`config.mk`:
```
export PLATFORM = sky130hd
export DESIGN_NAME = animation_frame_sequencer
export DESIGN_NICKNAME = d
export VERILOG_FILES = /design/src/hdl/afs_pkg.sv /design/src/hdl/afs_cfg.sv /design/src/hdl/afs_step.sv /design/src/hdl/animation_frame_sequencer.sv
export SDC_FILE = /design/constraint.sdc
export NUM_CORES = 1
export LEC_CHECK = 0
export BUFFER_PORTS_ARGS = -buffer_cell sky130_fd_sc_hd__buf_4
export CAP_MARGIN = 15
export CORE_UTILIZATION = 50
export CTS_CLUSTER_DIAMETER = 120
export CTS_CLUSTER_SIZE = 30
export DETAILED_ROUTE_END_ITERATION = 10
export GPL_TIMING_DRIVEN = 0
export PLACE_DENSITY = 0.75
export SETUP_SLACK_MARGIN = 0.02
export SLEW_MARGIN = 20
export SYNTH_ARGS = -nofsm -noshare
export SYNTH_HDL_FRONTEND = slang
export SYNTH_SLANG_ARGS = --single-unit
```
`constraint.sdc`:
```
create_clock -name clk_i -period 11.93 [get_ports clk_i]
set_clock_uncertainty 0.05 [all_clocks]
set_input_delay 0.5965 -clock clk_i [delete_from_list [all_inputs] [get_ports clk_i]]
set_output_delay 0.5965 -clock clk_i [all_outputs]
set_load 0.01 [all_outputs]
```
`src/hdl/afs_pkg.sv`:
```
package afs_pkg;

  localparam int ELAPSED_W   = 20;
  localparam int ANIM_W      = 3;
  localparam int TIME_W      = 32;
  localparam int IN_TDATA_W  = ((ELAPSED_W + ANIM_W + 7) / 8) * 8;
  localparam int CFG_INDEX_W = 3;

  localparam logic [CFG_INDEX_W-1:0] REG_ENABLE    = 3'd0;
  localparam logic [CFG_INDEX_W-1:0] REG_DEFAULT   = 3'd1;
  localparam int                     REG_DESC_BASE = 2;

  typedef struct packed {
    logic              enable;
    logic [ANIM_W-1:0] default_anim;
  } cfg_ctrl_t;

endpackage

```
`src/hdl/afs_cfg.sv`:
```
module afs_cfg
  import afs_pkg::*;
#(
  parameter int ANIMATION_COUNT  = 6,
  parameter int FRAME_COUNT_BITS = 8,
  parameter int DURATION_BITS    = 24,
  localparam int DescW           = 2 + FRAME_COUNT_BITS + DURATION_BITS
) (
  input  logic                                  clk_i,
  input  logic                                  rst_ni,
  input  logic                                  cfg_valid_i,
  output logic                                  cfg_ready_o,
  input  logic [CFG_INDEX_W-1:0]                cfg_index_i,
  input  logic [DescW-1:0]                      cfg_data_i,
  output cfg_ctrl_t                             ctrl_o,
  output logic [ANIMATION_COUNT-1:0][DescW-1:0] desc_o
);

  cfg_ctrl_t                             ctrl_q;
  logic [ANIMATION_COUNT-1:0][DescW-1:0] desc_q;
  logic                                  wr;

  assign cfg_ready_o = 1'b1;
  assign wr          = cfg_valid_i && cfg_ready_o;

  always_ff @(posedge clk_i or negedge rst_ni) begin
    if (!rst_ni) begin
      ctrl_q <= '0;
      desc_q <= '0;
    end else if (wr) begin
      if (cfg_index_i == REG_ENABLE) begin
        ctrl_q.enable <= cfg_data_i[0];
      end
      if (cfg_index_i == REG_DEFAULT) begin
        ctrl_q.default_anim <= cfg_data_i[ANIM_W-1:0];
      end
      for (int i = 0; i < ANIMATION_COUNT; i++) begin
        if (cfg_index_i == CFG_INDEX_W'(REG_DESC_BASE + i)) begin
          desc_q[i] <= cfg_data_i;
        end
      end
    end
  end

  assign ctrl_o = ctrl_q;
  assign desc_o = desc_q;

endmodule

```
`src/hdl/afs_step.sv`:
```
module afs_step
  import afs_pkg::*;
#(
  parameter int ANIMATION_COUNT  = 6,
  parameter int FRAME_COUNT_BITS = 8,
  parameter int DURATION_BITS    = 24,
  localparam int DescW           = 2 + FRAME_COUNT_BITS + DURATION_BITS
) (
  input  cfg_ctrl_t                             ctrl_i,
  input  logic [ANIMATION_COUNT-1:0][DescW-1:0] desc_i,
  input  logic [ELAPSED_W-1:0]                  elapsed_i,
  input  logic [ANIM_W-1:0]                     req_i,
  input  logic [ANIM_W-1:0]                     cur_anim_i,
  input  logic [ANIM_W-1:0]                     pend_i,
  input  logic [TIME_W-1:0]                     acc_time_i,
  input  logic [FRAME_COUNT_BITS-1:0]           frame_i,
  input  logic                                  playing_i,
  output logic [ANIM_W-1:0]                     cur_anim_o,
  output logic [ANIM_W-1:0]                     pend_o,
  output logic [TIME_W-1:0]                     acc_time_o,
  output logic [FRAME_COUNT_BITS-1:0]           frame_o,
  output logic                                  playing_o,
  output logic                                  frame_valid_o,
  output logic [FRAME_COUNT_BITS-1:0]           frame_index_o
);

  localparam int LoopPos    = DURATION_BITS + FRAME_COUNT_BITS;
  localparam int PresentPos = LoopPos + 1;

  function automatic logic [DescW-1:0] lookup(input logic [ANIM_W-1:0] a);
    logic [DescW-1:0] d;
    d = '0;
    for (int i = 0; i < ANIMATION_COUNT; i++) begin
      if (a == ANIM_W'(i + 1)) begin
        d = desc_i[i];
      end
    end
    return d;
  endfunction

  logic [ANIM_W-1:0]           pend1, pend2, pend3, cur2;
  logic [DescW-1:0]            cur_desc, pend_desc, act_desc, show_desc;
  logic                        can_change, start;
  logic [TIME_W-1:0]           t2, t3, t_sat;
  logic [TIME_W:0]             sum;
  logic [FRAME_COUNT_BITS-1:0] f2, f3, cnt, show_cnt;
  logic [FRAME_COUNT_BITS:0]   next_frame;
  logic [DURATION_BITS-1:0]    dur;
  logic                        p2, p3;

  always_comb begin
    pend1      = (req_i != '0) ? req_i : pend_i;
    cur_desc   = lookup(cur_anim_i);
    pend_desc  = lookup(pend1);
    can_change = !(cur_desc[PresentPos] && !cur_desc[LoopPos] && playing_i);

    cur2  = cur_anim_i;
    t2    = acc_time_i;
    f2    = frame_i;
    p2    = playing_i;
    pend2 = pend1;
    start = 1'b0;
    if ((pend1 != '0) && can_change) begin
      if (pend_desc[PresentPos]) begin
        start = 1'b1;
        cur2  = pend1;
        t2    = '0;
        f2    = '0;
        p2    = 1'b1;
      end
      pend2 = '0;
    end

    act_desc   = start ? pend_desc : cur_desc;
    cnt        = act_desc[DURATION_BITS +: FRAME_COUNT_BITS];
    dur        = act_desc[DURATION_BITS-1:0];
    sum        = {1'b0, t2} + (TIME_W + 1)'(elapsed_i);
    t_sat      = sum[TIME_W] ? '1 : sum[TIME_W-1:0];
    next_frame = {1'b0, f2} + (FRAME_COUNT_BITS + 1)'(1);

    t3    = t2;
    f3    = f2;
    p3    = p2;
    pend3 = pend2;
    if (p2 && act_desc[PresentPos] && (cnt != '0)) begin
      t3 = t_sat;
      if (t_sat >= TIME_W'(dur)) begin
        t3 = t_sat - TIME_W'(dur);
        if (next_frame >= {1'b0, cnt}) begin
          if (act_desc[LoopPos]) begin
            f3 = '0;
          end else begin
            f3    = cnt - FRAME_COUNT_BITS'(1);
            p3    = 1'b0;
            pend3 = ctrl_i.default_anim;
          end
        end else begin
          f3 = next_frame[FRAME_COUNT_BITS-1:0];
        end
      end
    end

    if (ctrl_i.enable) begin
      cur_anim_o = cur2;
      pend_o     = pend3;
      acc_time_o = t3;
      frame_o    = f3;
      playing_o  = p3;
      show_desc  = act_desc;
    end else begin
      cur_anim_o = cur_anim_i;
      pend_o     = pend_i;
      acc_time_o = acc_time_i;
      frame_o    = frame_i;
      playing_o  = playing_i;
      show_desc  = cur_desc;
    end

    show_cnt      = show_desc[DURATION_BITS +: FRAME_COUNT_BITS];
    frame_valid_o = show_desc[PresentPos] && (show_cnt != '0) && (frame_o < show_cnt);
    frame_index_o = frame_valid_o ? frame_o : '0;
  end

endmodule

```
`src/hdl/animation_frame_sequencer.sv`:
```
// Pipeline: an input transfer loads the input register; the result register
// loads from it once the result side can accept, so result stalls delay it.
// Throughput: one tick per cycle unless the result side stalls; the single add,
// compare and subtract on the accumulated time sits between the input and
// result registers.
// Reset: asynchronous, active low; clears configuration, animation state and
// both valid flags.
module animation_frame_sequencer
  import afs_pkg::*;
#(
  parameter int ANIMATION_COUNT  = 6,
  parameter int FRAME_COUNT_BITS = 8,
  parameter int DURATION_BITS    = 24,
  localparam int DescW           = 2 + FRAME_COUNT_BITS + DURATION_BITS,
  localparam int OutW            = 6 + FRAME_COUNT_BITS,
  localparam int OutDataW        = ((OutW + 7) / 8) * 8
) (
  input  logic                   clk_i,
  input  logic                   rst_ni,
  input  logic                   s_axis_tvalid,
  output logic                   s_axis_tready,
  // elapsed_us, request_animation
  input  logic [IN_TDATA_W-1:0]  s_axis_tdata,
  output logic                   m_axis_tvalid,
  input  logic                   m_axis_tready,
  // updated, frame_valid, shown_animation, frame_index, playing
  output logic [OutDataW-1:0]    m_axis_tdata,
  input  logic                   cfg_valid_i,
  output logic                   cfg_ready_o,
  input  logic [CFG_INDEX_W-1:0] cfg_index_i,
  input  logic [DescW-1:0]       cfg_data_i
);

  cfg_ctrl_t                             ctrl;
  logic [ANIMATION_COUNT-1:0][DescW-1:0] desc;

  logic                        in_valid_q;
  logic [ELAPSED_W-1:0]        in_elapsed_q;
  logic [ANIM_W-1:0]           in_req_q;
  logic                        out_valid_q;
  logic [OutDataW-1:0]         out_data_q, out_data_d;

  logic [ANIM_W-1:0]           cur_anim_q, cur_anim_d, pend_q, pend_d;
  logic [TIME_W-1:0]           acc_time_q, acc_time_d;
  logic [FRAME_COUNT_BITS-1:0] frame_q, frame_d, frame_index;
  logic                        playing_q, playing_d, frame_valid;

  logic                        s_xfer, out_ready, advance;

  afs_cfg #(
    .ANIMATION_COUNT (ANIMATION_COUNT),
    .FRAME_COUNT_BITS(FRAME_COUNT_BITS),
    .DURATION_BITS   (DURATION_BITS)
  ) u_cfg (
    .clk_i      (clk_i),
    .rst_ni     (rst_ni),
    .cfg_valid_i(cfg_valid_i),
    .cfg_ready_o(cfg_ready_o),
    .cfg_index_i(cfg_index_i),
    .cfg_data_i (cfg_data_i),
    .ctrl_o     (ctrl),
    .desc_o     (desc)
  );

  afs_step #(
    .ANIMATION_COUNT (ANIMATION_COUNT),
    .FRAME_COUNT_BITS(FRAME_COUNT_BITS),
    .DURATION_BITS   (DURATION_BITS)
  ) u_step (
    .ctrl_i       (ctrl),
    .desc_i       (desc),
    .elapsed_i    (in_elapsed_q),
    .req_i        (in_req_q),
    .cur_anim_i   (cur_anim_q),
    .pend_i       (pend_q),
    .acc_time_i   (acc_time_q),
    .frame_i      (frame_q),
    .playing_i    (playing_q),
    .cur_anim_o   (cur_anim_d),
    .pend_o       (pend_d),
    .acc_time_o   (acc_time_d),
    .frame_o      (frame_d),
    .playing_o    (playing_d),
    .frame_valid_o(frame_valid),
    .frame_index_o(frame_index)
  );

  assign out_ready     = !out_valid_q || m_axis_tready;
  assign s_axis_tready = !in_valid_q || out_ready;
  assign s_xfer        = s_axis_tvalid && s_axis_tready;
  assign advance       = in_valid_q && out_ready;

  always_ff @(posedge clk_i or negedge rst_ni) begin
    if (!rst_ni) begin
      in_valid_q <= 1'b0;
    end else if (s_xfer) begin
      in_valid_q <= 1'b1;
    end else if (advance) begin
      in_valid_q <= 1'b0;
    end
  end

  always_ff @(posedge clk_i) begin
    if (s_xfer) begin
      in_elapsed_q <= s_axis_tdata[ELAPSED_W-1:0];
      in_req_q     <= s_axis_tdata[ELAPSED_W +: ANIM_W];
    end
  end

  // advance the animation state once per transfer
  always_ff @(posedge clk_i or negedge rst_ni) begin
    if (!rst_ni) begin
      cur_anim_q <= '0;
      pend_q     <= '0;
      acc_time_q <= '0;
      frame_q    <= '0;
      playing_q  <= 1'b0;
    end else if (advance) begin
      cur_anim_q <= cur_anim_d;
      pend_q     <= pend_d;
      acc_time_q <= acc_time_d;
      frame_q    <= frame_d;
      playing_q  <= playing_d;
    end
  end

  always_comb begin
    out_data_d                          = '0;
    out_data_d[0]                       = ctrl.enable;
    out_data_d[1]                       = frame_valid;
    out_data_d[4:2]                     = cur_anim_d;
    out_data_d[5 +: FRAME_COUNT_BITS]   = frame_index;
    out_data_d[5 + FRAME_COUNT_BITS]    = playing_d;
  end

  always_ff @(posedge clk_i or negedge rst_ni) begin
    if (!rst_ni) begin
      out_valid_q <= 1'b0;
    end else if (advance) begin
      out_valid_q <= 1'b1;
    end else if (m_axis_tready) begin
      out_valid_q <= 1'b0;
    end
  end

  always_ff @(posedge clk_i) begin
    if (advance) begin
      out_data_q <= out_data_d;
    end
  end

  assign m_axis_tvalid = out_valid_q;
  assign m_axis_tdata  = out_data_q;

endmodule

```
==> run_results.csv <==
group,metric,value,unit
floorplan,fp.dieW,196,um
worst_setup_path,worstPathRequired,12.21,ns
synth,syn_inst,1848,
synth,synth_compound_area_frac,0.188,
timing,finalHoldViolCount,0,
placement,place_congestion,0.969,
route,ant_nets,0,
floorplan,die_y,196,um
timing,rsz0062_at_grt,"no",
synth,async_flop_share,0.874,
global_routing,met2_usage,0.469,
power_and_ir_drop,total_leakage_power,8.47,nW
global_routing,antenna_found_initial,1,
power_and_ir_drop,vdd_drop_max,157,uV
synth,ys_ff_latch,294,
placement,io_buffers,76,
global_routing,track_usage,0.289,
synth,synth-simple-area-share,0.121,
worst_setup_path,r2r-start,"in_req_q[1]",
clocking,root_buffer,"clkbuf_16",
timing,period_share,0.923,
synth,ys_dominant_reg_cell,"dfrtp_1",
timing,slew_viol_final,0,
timing,finalSetupTns,0,ns
final_layout,multi_input_area,10600,sq um
worst_setup_path,critPathSlowestCell,"edfxtp_1",
power_and_ir_drop,powerDensity,274,nW/um^2
global_routing,grt_pass1_vias,15667,
worst_setup_path,r2r-end,"m_axis_tdata[10]",
hold_path,hold_path_class,"primary input to flip-flop",
hold_path,hold_path_end,"in_req_q[0]",
clocking,clock_latency,0.53,ns
route,avgRoutedWirePerCell,23.0,um
synth,netlist_area,18800,sq um
clocking,tritoncts,"built",
synth,synth_warnings,0,
synth,syn_area_per_cell,10.1,sq um
synth,synthAdderAreaFrac,0.0435,
floorplan,rows,70,
global_routing,grt_pass1_wl,87.0,mm
worst_setup_path,cp.arrival,11.29,ns
clocking,htree_levels,1,
route,dr_total_vias,15716,
global_routing,grt_max_degree,96,
global_routing,met1_usage,0.382,
hold_path,min_from,"s_axis_tdata[20]",
final_layout,area_delta_synth_final,8.75,%
final_layout,regArea,7540,sq um
job,drv_cap,0,
synth,synth_top_family_by_area,"compound AO/OA/AOI/OAI gates",
route,drc,0,
route,routed_wl,55.5,mm
final_layout,drive_above_1_share,0.222,
clocking,cts_setup_buffers,0,
hold_path,hold_depth,1,
worst_setup_path,cp-startpoint,"in_req_q[1]",
worst_setup_path,ff2ff_path_depth,42,
floorplan,ioPinCount,85,
global_routing,globalRouteMet3Util,0.0631,
route,drt_iter0_drc,1975,
floorplan,core_region_area,36800,sq um
placement,placed_area,20000,sq um
outcome,status,"finished, final reports clean",
global_routing,gr-total-overflow,0,
timing,max_freq,90.8,MHz
final_layout,fin_area,20400,sq um
route,first_pass_iters,8,
final_layout,final_nets,2074,
placement,dp_hpwl,39.5,mm
synth,synth_cell_types,101,
floorplan,die-area,38300,sq um
worst_setup_path,crit_path_end_kind,"flip-flop",
clocking,cts.sinks,294,
final_layout,n_fill_cell,3248,
synth,synth-xor-area-share,0.0285,
clocking,clk_pin_slew,0.12,ns
timing,fin_crit,11.02,ns
timing,maxSlewHeadroom,0.316,
route,vias_per_cell,6.50,
worst_setup_path,worstSetupPathType,"flip-flop to flip-flop",
power_and_ir_drop,power,5.59,mW
clocking,cts_buffers,13,
synth,ys_seq_area_frac,0.402,
clocking,cts_resized,0,
worst_setup_path,setup.worst_path.start_class,"flip-flop",
floorplan,start_util,0.510,
worst_setup_path,critPathMaxStageDelay,0.60,ns
clocking,clock_path_buffers,3,
worst_setup_path,worstPathMaxFanout,19,
synth,synth-edff-count,37,
global_routing,gr-max-usage-layer,"met2",
synth,synth_mux_area_frac,0.181,
worst_setup_path,r2r_slack,0.91,ns
timing,worstMarginPinSlew,1.02,ns
timing,setup_violations,0,
power by group:
| part | internal, mW | total, mW | switching (mW) |
|---|---|---|---|
| Sequential | 1.25 | 1.43 | 0.179 |
| Clock | 0.209 | 0.535 | 0.326 |
| Combinational | 1.49 | 3.62 | 2.14 |
| Total | 2.95 | 5.59 | 2.64 |
layout make-up:
class,instances,share of cell area
sequential,294,0.370
clock inverter,3,0.000920
inverter,27,0.00497
multi-input combinational,1402,0.518
clock buffer,18,0.0169
timing repair buffer,81,0.0332
buffer,125,0.0278
antenna,1,0.000123
tap,468,0.0287
logic make-up after synthesis:
logic type                 count (synthesis)
AOI/OAI and AO/OA                        530
xor gates and xnor gates                  61
and+or+nand+nor                          439
adders and majority gates                 64
DFF                                      294
buffers and inverters                    153
other                                      2
muxes                                    305
state kept, by name, indices dropped and copies added (netlist names):
signal / flops
in_req_q: 3
m_axis_tdata: 14
pend_q: 3
playing_q: 1
in_elapsed_q: 20
m_axis_tvalid: 1
u_cfg.desc_o: 204
cur_anim_q: 3
frame_q: 8
u_cfg.ctrl_o: 4
acc_time_q: 32
in_valid_q: 1
Yosys cell counts, types with 14 or more instances:
cell type / instances / area share
a211oi_1: 24 / 0.0096
a21o_1: 21 / 0.0084
a21oi_1: 169 / 0.045
a221oi_1: 37 / 0.017
a222oi_1: 17 / 0.0091
and2_1: 38 / 0.013
buf_2: 14 / 0.0037
clkbuf_1: 83 / 0.017
dfrtp_1: 257 / 0.34
edfxtp_1: 37 / 0.059
ha_1: 62 / 0.041
inv_1: 26 / 0.0052
mux2_2: 256 / 0.15
mux2i_1: 45 / 0.024
nand2_1: 163 / 0.033
nand2b_1: 15 / 0.0050
nand3_1: 24 / 0.0064
nand4_1: 16 / 0.0053
nor2_1: 84 / 0.017
nor2b_1: 19 / 0.0063
o211ai_1: 21 / 0.0084
o21a_1: 14 / 0.0056
o21ai_0: 111 / 0.030
xnor2_1: 34 / 0.016
xor2_1: 27 / 0.013
metal layers:
metal	vias to the layer above	wire length (um)
met2	825	25600
met4	0	1750
met3	139	5480
li1	7063	-
met5	-	0
met1	7689	22700
repair_timing:
action,CTS,global route
setup endpoints to repair,0,9
endpoints found under the hold margin,39,0
hold buffers,1,0
worst max-delay path: cells and delay by family (launching register included):
| kind | cells | cell delay [ns] |
|---|---|---|
| simple gates | 11 | 2.15 |
| compound gates | 20 | 5.17 |
| flops | 1 | 0.60 |
| fa+ha+maj | 4 | 1.22 |
| buf+inv | 7 | 1.60 |
per-stage QoR:
| stage | hold WS (ns) | util | cells | setup slack, ns |
|---|---|---|---|---|
| 6_report | 0.206 | 0.554 | 2419 | 0.914 |
| 3_3_place_gp | 0.403 | 0.541 | 2393 | 0.976 |
| 3_5_place_dp | 0.411 | 0.544 | 2397 | 0.745 |
| 2_1_floorplan | 0.251 | - | 1849 | 2.99 |
| 5_1_grt | 0.192 | 0.554 | 2418 | 0.131 |
| 4_1_cts | 0.201 | 0.554 | 2419 | 0.678 |
cell usage in the layout, fill, tap and decap left out, drive strengths merged, types with 12 or more instances in the layout:
| master | count |
|---|---|
| o21ai | 118 |
| inv | 27 |
| nand2 | 167 |
| buf | 123 |
| and2 | 40 |
| xor2 | 27 |
| nor3b | 17 |
| edfxtp | 37 |
| clkbuf | 100 |
| nor2b | 19 |
| nand3 | 25 |
| nor2 | 87 |
| a21o | 21 |
| and3 | 13 |
| mux2i | 45 |
| a211oi | 26 |
| mux2 | 260 |
| o211ai | 21 |
| dfrtp | 257 |
| nand4 | 18 |
| o21a | 14 |
| nand2b | 15 |
| ha | 62 |
| xnor2 | 34 |
| nor3 | 12 |
| a222oi | 17 |
| a21oi | 170 |
| a221oi | 38 |
how the worst max path moves through the flow:
stage	end	slack, ns	cells past startpoint
4_1_cts	m_axis_tdata[10]	0.68	42
2_1_floorplan	m_axis_tdata[10]	2.99	43
5_1_grt	m_axis_tdata[10]	0.13	42
3_3_place_gp	m_axis_tdata[10]	0.98	42
3_5_place_dp	m_axis_tdata[10]	0.74	42
6_report	m_axis_tdata[10]	0.91	42
(Power assumes the default switching activity.)
